==> src/sv/dclf_pkg.sv <==
// Shared types and constants for the dual channel link framer.
// Used by the transmit bank, the receive lanes and the top level.
package dclf_pkg;

   localparam int unsigned BUF_DEPTH       = 16;
   localparam int unsigned IDX_W           = $clog2(BUF_DEPTH);
   localparam int unsigned ADDR_W          = IDX_W + 1;
   localparam int unsigned WORD_W          = 16;
   localparam int unsigned FRAME_LAST_DEF  = 13;
   localparam int unsigned CHANNELS_DEF    = 2;
   localparam int unsigned PORT_CHANNELS   = 2;

   localparam logic [WORD_W-1:0] SYNC_WORD    = 16'hfefe;
   localparam logic [7:0]        RESTART_MODE = 8'd8;

   typedef enum logic [2:0] {
      OP_XFER  = 3'd0,
      OP_WRITE = 3'd1,
      OP_START = 3'd2,
      OP_READ  = 3'd3,
      OP_CLEAR = 3'd4
   } op_type;

   // Decoded beat for the transmit bank, qualified by the input handshake.
   // beat is high for every accepted request, whatever its op.
   typedef struct packed {
      logic              beat;
      logic              xfer;
      logic              wr;
      logic              start;
      logic [IDX_W-1:0]  idx;
      logic [WORD_W-1:0] wval;
   } tx_cmd_type;

   // Decoded beat for one receive lane; rd and clr already match the lane.
   typedef struct packed {
      logic              xfer;
      logic              rd;
      logic              clr;
      logic              parent;
      logic [IDX_W-1:0]  idx;
   } rx_cmd_type;

endpackage

==> src/sv/dclf_tx_bank.sv <==
// Transmit side: ping-pong send memory and the send position walker.
// Depends on dclf_pkg.
module dclf_tx_bank
   import dclf_pkg::*;
(
   input  logic              clock,
   input  logic              reset,
   input  tx_cmd_type        cmd,
   output logic              tx_valid,
   output logic [WORD_W-1:0] tx_word
);

   localparam logic signed [IDX_W:0] POS_IDLE = -(IDX_W+1)'(2);
   localparam logic signed [IDX_W:0] POS_SYNC = -(IDX_W+1)'(1);
   localparam logic signed [IDX_W:0] POS_LAST = (IDX_W+1)'(BUF_DEPTH - 1);

   logic [WORD_W-1:0]        mem [0:2*BUF_DEPTH-1];
   logic [WORD_W-1:0]        rdata_ff;
   logic signed [IDX_W:0]    pos_ff, pos_in;
   logic                     bank_ff, bank_in;
   logic                     valid_ff, valid_in;
   logic                     sync_ff, sync_in;
   logic                     rd_en;

   always_comb begin
      pos_in   = pos_ff;
      bank_in  = bank_ff;
      valid_in = valid_ff;
      sync_in  = sync_ff;
      rd_en    = 1'b0;
      if (cmd.xfer) begin
         valid_in = 1'b0;
         sync_in  = 1'b0;
         if (pos_ff == POS_SYNC) begin
            valid_in = 1'b1;
            sync_in  = 1'b1;
            bank_in  = ~bank_ff;
         end else if (!pos_ff[IDX_W]) begin
            valid_in = 1'b1;
            rd_en    = 1'b1;
         end
         if (pos_ff < POS_LAST) begin
            pos_in = pos_ff + (IDX_W+1)'(1);
         end
      end else if (cmd.beat) begin
         // any other accepted op sends nothing; hold while no beat is taken
         valid_in = 1'b0;
         sync_in  = 1'b0;
         if (cmd.start) begin
            pos_in = POS_SYNC;
         end
      end
   end

   always_ff @(posedge clock) begin
      if (reset) begin
         pos_ff   <= POS_IDLE;
         bank_ff  <= 1'b0;
         valid_ff <= 1'b0;
         sync_ff  <= 1'b0;
      end else begin
         pos_ff   <= pos_in;
         bank_ff  <= bank_in;
         valid_ff <= valid_in;
         sync_ff  <= sync_in;
      end
   end

   // Filling bank takes software writes; the other bank is sent.
   always_ff @(posedge clock) begin
      if (cmd.wr) begin
         mem[{bank_ff, cmd.idx}] <= cmd.wval;
      end
      if (rd_en) begin
         rdata_ff <= mem[{~bank_ff, pos_ff[IDX_W-1:0]}];
      end
   end

   assign tx_valid = valid_ff;
   assign tx_word  = !valid_ff ? '0 : (sync_ff ? SYNC_WORD : rdata_ff);

endmodule

==> src/sv/dclf_rx_lane.sv <==
// One receive channel: incoming/ready bank memory, word position and flags.
// Depends on dclf_pkg.
module dclf_rx_lane
   import dclf_pkg::*;
#(
   parameter int unsigned FRAME_LAST = FRAME_LAST_DEF
) (
   input  logic              clock,
   input  logic              reset,
   input  rx_cmd_type        cmd,
   input  logic [WORD_W-1:0] rx_word,
   output logic [1:0]        flags,
   output logic [WORD_W-1:0] rdata
);

   localparam logic [IDX_W-1:0] LAST_IDX = IDX_W'(FRAME_LAST);
   localparam logic [IDX_W-1:0] TOP_IDX  = IDX_W'(BUF_DEPTH - 1);

   logic [WORD_W-1:0] mem [0:2*BUF_DEPTH-1];
   logic [WORD_W-1:0] rdata_ff;
   logic [IDX_W-1:0]  pos_ff, pos_in;
   logic              bank_ff, bank_in;
   logic [1:0]        flags_ff, flags_in;
   logic              sync_hit;
   logic              wr_en;

   assign sync_hit = (rx_word == SYNC_WORD) && (pos_ff > LAST_IDX);

   always_comb begin
      pos_in   = pos_ff;
      bank_in  = bank_ff;
      flags_in = flags_ff;
      wr_en    = 1'b0;
      if (cmd.xfer) begin
         if (sync_hit) begin
            pos_in = '0;
         end else begin
            wr_en = 1'b1;
            if (pos_ff == LAST_IDX) begin
               bank_in     = ~bank_ff;
               flags_in[0] = 1'b1;
            end
            if (pos_ff != TOP_IDX) begin
               pos_in = pos_ff + IDX_W'(1);
            end
         end
         if (cmd.parent) begin
            flags_in[1] = 1'b1;
         end
      end else if (cmd.clr) begin
         flags_in = '0;
      end
   end

   always_ff @(posedge clock) begin
      if (reset) begin
         pos_ff   <= TOP_IDX;
         bank_ff  <= 1'b0;
         flags_ff <= '0;
      end else begin
         pos_ff   <= pos_in;
         bank_ff  <= bank_in;
         flags_ff <= flags_in;
      end
   end

   always_ff @(posedge clock) begin
      if (wr_en) begin
         mem[{bank_ff, pos_ff}] <= rx_word;
      end
      if (cmd.rd) begin
         rdata_ff <= mem[{~bank_ff, cmd.idx}];
      end
   end

   assign flags = flags_ff;
   assign rdata = rdata_ff;

endmodule

==> src/sv/dual_channel_link_framer_unit.sv <==
// Dual channel link framer, top level.
// Request channel (req_*): one beat per op. Op 0 is a link transfer event that
// sends one halfword and takes one received halfword per channel; ops 1..4
// write a send word, start a frame, read a ready word and clear flags.
// Response channel (rsp_*): exactly one beat per request beat, in order.
// Config channel (csr_*): writes link_mode; write it only while no request
// is outstanding.
// Response timing: a response is valid in the cycle after its request is accepted,
// as the reads of the send and receive memories are registered.
// Throughput: one request per cycle; the read registers of the memories are
// the response register, so a request is taken whenever the response slot
// is empty or is drained in the same cycle.
// Stall: while rsp_stall holds a pending response, req_stall is raised and
// all state but link_mode, and the response, hold.
// Reset: synchronous; the transmitter goes idle, receive channels await sync,
// flags, parent latch and link_mode clear. The memories are not cleared.
// Depends on dclf_pkg, dclf_tx_bank, dclf_rx_lane.
module dual_channel_link_framer_unit
   import dclf_pkg::*;
#(
   parameter int unsigned FRAME_LAST = FRAME_LAST_DEF,
   parameter int unsigned CHANNELS   = CHANNELS_DEF
) (
   input  logic              clock,
   input  logic              reset,
   input  logic              req_valid,
   output logic              req_stall,
   input  logic [2:0]        req_op,
   input  logic [WORD_W-1:0] req_rx_word_a,
   input  logic [WORD_W-1:0] req_rx_word_b,
   input  logic              req_parent_bit,
   input  logic              req_chan_sel,
   input  logic [IDX_W-1:0]  req_entry_index,
   input  logic [WORD_W-1:0] req_write_value,
   output logic              rsp_valid,
   input  logic              rsp_stall,
   output logic              rsp_tx_valid,
   output logic [WORD_W-1:0] rsp_tx_word,
   output logic [1:0]        rsp_flags_a,
   output logic [1:0]        rsp_flags_b,
   output logic [WORD_W-1:0] rsp_read_data,
   output logic              rsp_restart_pulse,
   output logic              rsp_parent_mode,
   input  logic              csr_valid,
   output logic              csr_ready,
   input  logic [7:0]        csr_data
);

   localparam int unsigned LANES = (CHANNELS > PORT_CHANNELS) ? PORT_CHANNELS : CHANNELS;

   logic              accept;
   logic              is_xfer, is_write, is_start, is_read, is_clear;
   logic              sel_ok;
   tx_cmd_type        tx_cmd;
   logic [WORD_W-1:0] lane_word  [PORT_CHANNELS];
   logic [1:0]        lane_flags [PORT_CHANNELS];
   logic [WORD_W-1:0] lane_rdata [PORT_CHANNELS];

   logic       rsp_valid_ff, rsp_valid_in;
   logic       restart_ff, restart_in;
   logic       parent_ff, parent_in;
   logic       rd_en_ff, rd_en_in;
   logic       rd_sel_ff, rd_sel_in;
   logic [7:0] link_mode_ff;

   assign req_stall = rsp_valid_ff && rsp_stall;
   assign accept    = req_valid && !req_stall;
   assign csr_ready = 1'b1;
   assign sel_ok    = (LANES > 1) || !req_chan_sel;

   always_comb begin
      is_xfer  = 1'b0;
      is_write = 1'b0;
      is_start = 1'b0;
      is_read  = 1'b0;
      is_clear = 1'b0;
      unique case (op_type'(req_op))
         OP_XFER:  is_xfer  = accept;
         OP_WRITE: is_write = accept;
         OP_START: is_start = accept;
         OP_READ:  is_read  = accept;
         OP_CLEAR: is_clear = accept;
         default:  ;
      endcase
   end

   assign tx_cmd.beat  = accept;
   assign tx_cmd.xfer  = is_xfer;
   assign tx_cmd.wr    = is_write;
   assign tx_cmd.start = is_start;
   assign tx_cmd.idx   = req_entry_index;
   assign tx_cmd.wval  = req_write_value;

   dclf_tx_bank u_tx (
      .clock    (clock),
      .reset    (reset),
      .cmd      (tx_cmd),
      .tx_valid (rsp_tx_valid),
      .tx_word  (rsp_tx_word)
   );

   assign lane_word[0] = req_rx_word_a;
   assign lane_word[1] = req_rx_word_b;

   for (genvar c = 0; c < PORT_CHANNELS; c++) begin : g_lane
      if (c < LANES) begin : g_on
         rx_cmd_type cmd;
         assign cmd.xfer   = is_xfer;
         assign cmd.rd     = is_read && (req_chan_sel == 1'(c));
         assign cmd.clr    = is_clear && (req_chan_sel == 1'(c));
         assign cmd.parent = req_parent_bit;
         assign cmd.idx    = req_entry_index;

         dclf_rx_lane #(
            .FRAME_LAST (FRAME_LAST)
         ) u_lane (
            .clock   (clock),
            .reset   (reset),
            .cmd     (cmd),
            .rx_word (lane_word[c]),
            .flags   (lane_flags[c]),
            .rdata   (lane_rdata[c])
         );
      end else begin : g_off
         assign lane_flags[c] = '0;
         assign lane_rdata[c] = '0;
      end
   end

   always_comb begin
      rsp_valid_in = rsp_valid_ff && rsp_stall;
      restart_in   = restart_ff;
      parent_in    = parent_ff;
      rd_en_in     = rd_en_ff;
      rd_sel_in    = rd_sel_ff;
      if (accept) begin
         rsp_valid_in = 1'b1;
         restart_in   = is_xfer && (link_mode_ff == RESTART_MODE);
         rd_en_in     = is_read && sel_ok;
         rd_sel_in    = req_chan_sel;
         if (is_xfer) begin
            parent_in = req_parent_bit;
         end
      end
   end

   always_ff @(posedge clock) begin
      if (reset) begin
         rsp_valid_ff <= 1'b0;
         restart_ff   <= 1'b0;
         parent_ff    <= 1'b0;
         rd_en_ff     <= 1'b0;
         rd_sel_ff    <= 1'b0;
         link_mode_ff <= '0;
      end else begin
         rsp_valid_ff <= rsp_valid_in;
         restart_ff   <= restart_in;
         parent_ff    <= parent_in;
         rd_en_ff     <= rd_en_in;
         rd_sel_ff    <= rd_sel_in;
         if (csr_valid && csr_ready) begin
            link_mode_ff <= csr_data;
         end
      end
   end

   // Flags and parent latch change only on accepted beats, so they hold the
   // state left by the op now shown on the response.
   assign rsp_valid         = rsp_valid_ff;
   assign rsp_flags_a       = lane_flags[0];
   assign rsp_flags_b       = lane_flags[1];
   assign rsp_read_data     = rd_en_ff ? lane_rdata[rd_sel_ff] : '0;
   assign rsp_restart_pulse = restart_ff;
   assign rsp_parent_mode   = parent_ff;

   a_accept_gives_rsp: assert property (@(posedge clock) disable iff (reset)
      req_valid && !req_stall |=> rsp_valid)
      else $error("accepted request produced no response");

   a_restart_mode: assert property (@(posedge clock) disable iff (reset)
      rsp_valid && rsp_restart_pulse |-> link_mode_ff == RESTART_MODE)
      else $error("restart pulse without restart mode");

   a_tx_word_idle: assert property (@(posedge clock) disable iff (reset)
      rsp_valid && !rsp_tx_valid |-> rsp_tx_word == '0)
      else $error("transmit word present without transmit valid");

   a_read_data_gate: assert property (@(posedge clock) disable iff (reset)
      rsp_read_data != '0 |-> rd_en_ff)
      else $error("read data present outside a ready read");

endmodule

==> config.mk <==
export PLATFORM = sky130hd
export DESIGN_NAME = dual_channel_link_framer_unit
export DESIGN_NICKNAME = d
export VERILOG_FILES = /design/src/sv/dclf_pkg.sv /design/src/sv/dclf_tx_bank.sv /design/src/sv/dclf_rx_lane.sv /design/src/sv/dual_channel_link_framer_unit.sv
export SDC_FILE = /design/constraint.sdc
export NUM_CORES = 2
export LEC_CHECK = 0
export BUFFER_PORTS_ARGS = -buffer_cell sky130_fd_sc_hd__buf_2
export CORE_MARGIN = 3
export CORE_UTILIZATION = 39
export DETAILED_ROUTE_END_ITERATION = 10
export HOLD_SLACK_MARGIN = 0.06
export MAX_ROUTING_LAYER = met4
export PLACE_DENSITY_LB_ADDON = 0.05
export SLEW_MARGIN = 15
export SYNTH_ARGS = -nofsm -noshare
export SYNTH_HDL_FRONTEND = slang
export SYNTH_SLANG_ARGS = --single-unit
==> constraint.sdc <==
create_clock -name clock -period 5.4 [get_ports clock]
set_input_delay 0.27 -clock clock [delete_from_list [all_inputs] [get_ports clock]]
set_output_delay 0.27 -clock clock [all_outputs]
set_load 0.01 [all_outputs]
After elaboration in Yosys (flattened, before gate mapping)
Memories as Yosys holds them, arrays and structs flattened. A register that Yosys moved wholly into a read port is not among the register bits.
Index checks and enable logic that the tools add are counted.
{"block": "op_classes", "add_sub_neg": 3, "magnitude_cmp": 4, "n_eq_ne": 18, "n_mux": 47, "bitwise": 7, "reduce_logical": 28}
{"op": "16-bit 2-to-1 mux", "count": 6}
{"op": "16-bit equality test, second input constant", "count": 2}
{"op": "1-bit 2-to-1 mux", "count": 29}
{"op": "5-bit 2-to-1 mux", "count": 4}
{"op": "4-bit 2-to-1 mux", "count": 4}
{"op": "3-bit AND reduction", "count": 5}
{"op": "2-bit AND reduction", "count": 6}
{"op": "2-bit nonzero test", "count": 6}
{"op": "1-bit logical AND", "count": 9}
{"op": "4-bit by 1-bit adder with 4-bit output, second input constant", "count": 2}
{"op": "4-bit equality test, second input constant", "count": 2}
{"op": "8-bit by 4-bit equality test with 1-bit output, second input constant", "count": 1}
{"op": "4-bit greater-than comparator, second input constant", "count": 2}
{"op": "2-bit 2-to-1 mux", "count": 4}
{"op": "4-bit != test, second input constant", "count": 2}
{"op": "3-bit by 2-bit equality test with 1-bit output, second input constant", "count": 2}
{"op": "2-bit by 1-bit != test with 1-bit output, second input constant", "count": 3}
{"op": "2-bit != test, second input constant", "count": 3}
{"op": "1-bit NOT", "count": 6}
{"op": "5-bit by 2-bit adder with 5-bit output, second input constant", "count": 1}
{"op": "5-bit by 1-bit equality test with 1-bit output, second input constant", "count": 1}
{"op": "5-bit less-than comparator, second input constant", "count": 1}
{"op": "3-bit by 1-bit equality test with 1-bit output, second input constant", "count": 1}
{"op": "3-bit equality test, second input constant", "count": 1}
{"op": "other kinds (4)", "count": 4}
{"block": "totals", "register_bits": 35, "ram_bits": 1536, "in_bits": 70, "elab_cells": 128, "memories": 3}
{"memory": "g_lane[0].g_on.u_lane.mem", "words": 32, "word_bits": 16, "read_ports": 1, "rd_ports_with_merged_regs": 1, "wr": 1, "line_no": "dclf_rx_lane.sv:19", "text": "logic [WORD_W-1:0] mem [0:2*BUF_DEPTH-1];"}
{"memory": "g_lane[1].g_on.u_lane.mem", "words": 32, "word_bits": 16, "read_ports": 1, "rd_ports_with_merged_regs": 1, "wr": 1, "line_no": "dclf_rx_lane.sv:19"}
{"memory": "u_tx.mem", "words": 32, "word_bits": 16, "read_ports": 1, "rd_ports_with_merged_regs": 1, "wr": 1, "line_no": "dclf_tx_bank.sv:17", "text": "logic [WORD_W-1:0] mem [0:2*BUF_DEPTH-1];"}

Logic depth before layout (Yosys ltp)
{"block": "depth", "depth_word": 7, "ltp_mapped": 8, "depth_no_buf": 8}

Hierarchy
Synthesis repeated with hierarchy kept, for this count alone.
{"block": "unflattened", "cells_unflattened": 3353, "hier_area_um2": 63333.2}
{"module": "dclf_rx_lane (g_lane[0].g_on.u_lane)", "instances": 1, "cells_per_inst": 1140, "area_per_inst_um2": 20927.6, "seq_area_each_um2": 15995.3}
{"module": "dclf_rx_lane (g_lane[1].g_on.u_lane)", "instances": 1, "cells_per_inst": 1140, "area_per_inst_um2": 20915.1, "seq_area_each_um2": 15995.3}
{"module": "dclf_tx_bank", "instances": 1, "cells_per_inst": 976, "area_per_inst_um2": 20632.3, "seq_area_each_um2": 16015.4}
{"module": "dual_channel_link_framer_unit", "instances": 1, "cells_per_inst": 97, "area_per_inst_um2": 858.3, "seq_area_each_um2": 260.2}

Worst setup path after synthesis
OpenSTA, ideal clock, no wires.
{"block": "synth_timing", "path_kind": "register -> register", "start": "register rsp_valid_ff, in the netlist rsp_valid", "end": "memory g_lane[1].g_on.u_lane.mem[24][0] (enable)", "setup_ns": 0.388, "t_arrival_ns": 2.371, "slack_ns": 2.640, "stages_incl_launch_ff": 7, "path_buffers": 2, "synth_period_minus_slack_ns": 2.760, "path_cell_list": "dfxtp_1 -> a21boi_1 -> and3_1 -> clkbuf_1 -> clkbuf_1 -> nand3_1 -> nor2_1"}
{"block": "synth_via", "elab_chain_len": 7}
{"element": "start: declaration", "line_no": "dual_channel_link_framer_unit.sv:59", "text": "logic rsp_valid_ff, rsp_valid_in;"}
{"element": "start signal: assignment", "line_no": "dual_channel_link_framer_unit.sv:156", "text": "rsp_valid_ff <= rsp_valid_in;"}
{"element": "1-bit logical AND", "line_no": "dual_channel_link_framer_unit.sv:66", "text": "assign req_stall = rsp_valid_ff && rsp_stall;"}
{"element": "1-bit logical NOT", "line_no": "dual_channel_link_framer_unit.sv:67", "text": "assign accept = req_valid && !req_stall;"}
{"element": "1-bit logical AND", "line_no": "dual_channel_link_framer_unit.sv:67"}
{"element": "1-bit 2-to-1 mux", "line_no": "dual_channel_link_framer_unit.sv:77", "text": "unique case (op_type'(req_op))"}
{"element": "1-bit 2-to-1 mux", "line_no": "dclf_rx_lane.sv:34", "text": "if (cmd.xfer) begin"}
{"element": "1-bit 2-to-1 mux", "line_no": "dclf_rx_lane.sv:68", "text": "if (wr_en) begin"}
{"element": "1-bit 2-to-1 mux (not written as such)", "line_no": "dclf_rx_lane.sv:69", "text": "mem[{bank_ff, pos_ff}] <= rx_word;"}
{"element": "end: declaration", "line_no": "dclf_rx_lane.sv:19"}
Every way passes these cells.

Worst setup path in the final report
{"block": "layout_timing", "start": "register rsp_valid_ff, in the netlist rsp_valid", "end": "memory g_lane[1].g_on.u_lane.mem[22][13] (enable)"}
Same word-level chain as after synthesis.

==> impl_results.md <==
* Run status: finished clean
* Worst Setup Slack post-DPL at 1380 ps
* Tot GR Track Use at 0.204
* Root cell of the clock tree: clkbuf_16
* Number of antenna violations at the first check in global routing at 3
* Post-route clock period utilization at 0.737
* Depth of the worst register-to-register path at 5
* Die Width at 406 um
* Average wire per standard cell at 30.2 um
* Final worst slack at 1420 ps
* Data arrival time of the critical path at 4370 ps
* Share of power burned in registers at 0.524
* Gate count of the mapped netlist at 2,859
* Number of buffers inserted by post-CTS setup repair at 0
* Nets@finish at 3,230
* Finished Core Util at 0.454
* Insertion delay to the later sink of the worst-skew pair at 780 ps
* CP Data Required Time at 5790 ps
* Dominant register cell in the synthesized netlist: edfxtp_1
* Total number of yosys warnings at 0
* Sinks on Clock Net at 1,619
* Post-synthesis cell type with the largest combined area: edfxtp_1
* Lkg Pwr at 23.2 nW
* Async S/R FF share, synth at 0
* Total of flip-flops plus latches after synthesis at 1,619
* Final setup viols at 0
* Portion of synthesized cell area occupied by the leading cell type at 0.761
* Chip Height at 406 um
* First-pass iteration count of the detailed router at 5
* Combinational share of power at 0.040
* Share of post-route cells with drive strength above 1 at 0.298
* Clock tree from TritonCTS: done
* Number of buffer cells added on primary ports at 110
* Num ports at 112
* FILL cells at 13,300
* Final GP Congestion at 0.805
* Shortest clock period the worst path allows after layout at 3980 ps
* NetSw at 0.00549 W
* Detailed-route vias per instance at 5.49
* Worst ir drop on vdd at 0.288 mV
* Initial Utilization at 0.394
* Largest net degree at the start of global routing at 91
* Post-synth cell types at 53
* Power share of the clock group at 0.436
* Sum of routed wire segments on met1 at 71,700 um
* Total grt overflow at 0
* Top cell types by occurrence after synthesis: edfxtp_1 (1,584), mux4_2 (416), nor2_1 (142), clkbuf_1 (100), mux2i_1 (88)
* Vias in the first global route at 30,600
* Clk pin slew, worst setup/hold paths at 60 ps
* Reg2Reg Capture Point: g_lane[1].g_on.u_lane.mem[22][13]
* Hold_sp: req_rx_word_b[8]
* Met2 WL post-DR at 79,800 um
* Final hold violation count at 0
* Internal power at 0.0209 W
* HP Class: input pin to flip-flop
* Launching point of the worst reg2reg path: rsp_valid
* Met3 routed WL at 8300 um
* Worst-case clock skew at 26.2 ps
* Overall die area at 165,000 sq um
* Layout Area Growth over Synthesis at 15.3%
* Setup slack on the worst flop-to-flop path at 1420 ps
* Final setup TNS at 0 ps
* Achievable frequency at 251 MHz
* Worst hold path endpoint: g_lane[1].g_on.u_lane.mem[13][8]
* Top-count cell post-synth: edfxtp_1
* Synthesized area at 62,500 sq um
* Detailed Place HPWL at 98,800 um
* Top cells by area in the synthesized netlist: edfxtp_1 (76%), mux4_2 (15%), mux2i_1 (1.4%)
* Sequential-to-total area share from yosys stat at 0.772
* Avg Inst Size Synth at 21.9 sq um
* Top routing layer in use: met4
* Drt initial violations at 2,532
* Post-route DRC at 0
* Pins over their slew limit at 0
* Wire length after detailed routing at 162,000 um
* Count of flip-flops with a built-in enable after synthesis at 1,584
* Total nets after synthesis at 2,942
* RSZ-0062 raised after global routing: no
* Placeable Area at 159,000 sq um
* Switching Fraction at 0.208
* Max cap viols at 0
* Global-route wire length before repair at 231,000 um
* Element type at the critical path start: flip-flop
* Power density cells at 366 nW/um^2
* Number of buffers created by CTS at 175
* Largest driver fanout on the critical path at 16
* Clock H-tree levels at 4
* Hold Worst Slack at 115 ps
* Site row count at 146
* WHS Path Cells at 1
* Maximum buffer depth of the clock tree at 3
* Worst slew slack as a fraction of its limit at 0.249
* Antenna-violating nets left at 0
* Category of the critical setup timing path: flip-flop to flip-flop
* Routed via count at 29,400
* Type of element capturing the critical path: flip-flop
* Pin slew with the least headroom to its limit at 1120 ps
==> cell type report <==
cell class | instances | area, sq um | area share
sequential | 1619 | 48300 | 0.670
multi-input combinational | 1037 | 13600 | 0.188
clock buffer | 220 | 4590 | 0.0637
tap | 2072 | 2590 | 0.0360
timing repair buffer | 271 | 2000 | 0.0278
clock inverter | 93 | 881 | 0.0122
inverter | 43 | 161 | 0.00224
antenna | 1 | 2.50 | 0.0000347
==> through the flow <==
| stage | area (sq um) | power (W) | std cells |
|---|---|---|---|
| detailed placement | 66100 | 0.0151 | 4987 |
| floorplan | 62500 | 0.0146 | 2859 |
| global placement | 66000 | 0.0151 | 4987 |
| global route | 72100 | 0.0273 | 5356 |
| CTS | 72100 | 0.0267 | 5355 |
| finish | 72100 | 0.0264 | 5356 |
==> layout by cell type (no fill, tap or decap), drive strengths merged, types with 50 or more instances in the layout <==
cell         count
mux4           416
inv             52
mux2i           88
nand2           68
buf            216
edfxtp        1584
nor2           142
o21ai           50
clkbuf         220
dlygate4sd3     55
clkinv          68
==> state kept, by name (all words and copies together), names as in the netlist, 2 cells and up <==
register / count
u_tx.rdata_ff: 16
u_tx.mem: 512
link_mode_ff: 8
g_lane.g_on.u_lane.mem: 1024
g_lane.g_on.u_lane.pos_ff: 8
u_tx.pos_ff: 5
g_lane.g_on.u_lane.flags: 4
g_lane.g_on.u_lane.rdata: 32
g_lane.g_on.u_lane.bank_ff: 2
==> worst max-delay path, cell delays in order, from the launching register on <==
cell,delay [ps]
dfxtp_1,330
a21boi_1,170
buf_4,160
and3_1,860
nand3_1,910
nor2_2,1120
==> worst max-delay path by stage <==
stage / slack, ps / endpoint / from / depth (start not counted)
global placement: 1480 / u_tx.mem[15][11] / req_valid / 6
detailed placement: 1380 / g_lane[1].g_on.u_lane.mem[15][2] / req_valid / 6
floorplan: 2640 / g_lane[1].g_on.u_lane.mem[24][0] / rsp_valid / 6
global route: 1240 / g_lane[1].g_on.u_lane.mem[3][5] / rsp_valid / 5
CTS: 1440 / g_lane[1].g_on.u_lane.mem[15][2] / rsp_valid / 5
finish: 1420 / g_lane[1].g_on.u_lane.mem[22][13] / rsp_valid / 5
==> cells by family (layout without fill, tap and decap cells) <==
kind of cell | count (synthesis) | count (layout) | share of synthesized area
other | 1 | 2 | 0.0000600
buffers and inverters | 203 | 627 | 0.0134
flip-flops | 1619 | 1619 | 0.772
multiplexers | 536 | 536 | 0.170
XOR/XNOR | 5 | 5 | 0.000921
AND/OR/NAND/NOR | 298 | 298 | 0.0220
AO/OA/AOI/OAI | 184 | 184 | 0.0189
adder cells (fa/ha/maj) | 13 | 13 | 0.00260
==> routing by layer <==
layer | up-vias | track usage
met2 | 717 | 0.325
li1 | 12500 | -
met4 | 0 | 0.0373
met1 | 16000 | 0.280
met3 | 181 | 0.0356
met5 | - | -
==> power groups by stage <==
| stage | logic, W | clock network, W | registers, W |
|---|---|---|---|
| floorplan | 0.000518 | 0 | 0.0141 |
| global placement | 0.00102 | 0 | 0.0141 |
| detailed placement | 0.00104 | 0 | 0.0141 |
| CTS | 0.00108 | 0.0118 | 0.0138 |
| global route | 0.00112 | 0.0123 | 0.0138 |
| finish | 0.00105 | 0.0115 | 0.0138 |
==> timing repair <==
item / in CTS / in global routing
hold endpoints to repair: 707 / 0
hold buffers: 55 / 0
resized for setup: 0 / 0
Power figures use the tool's default switching activity.
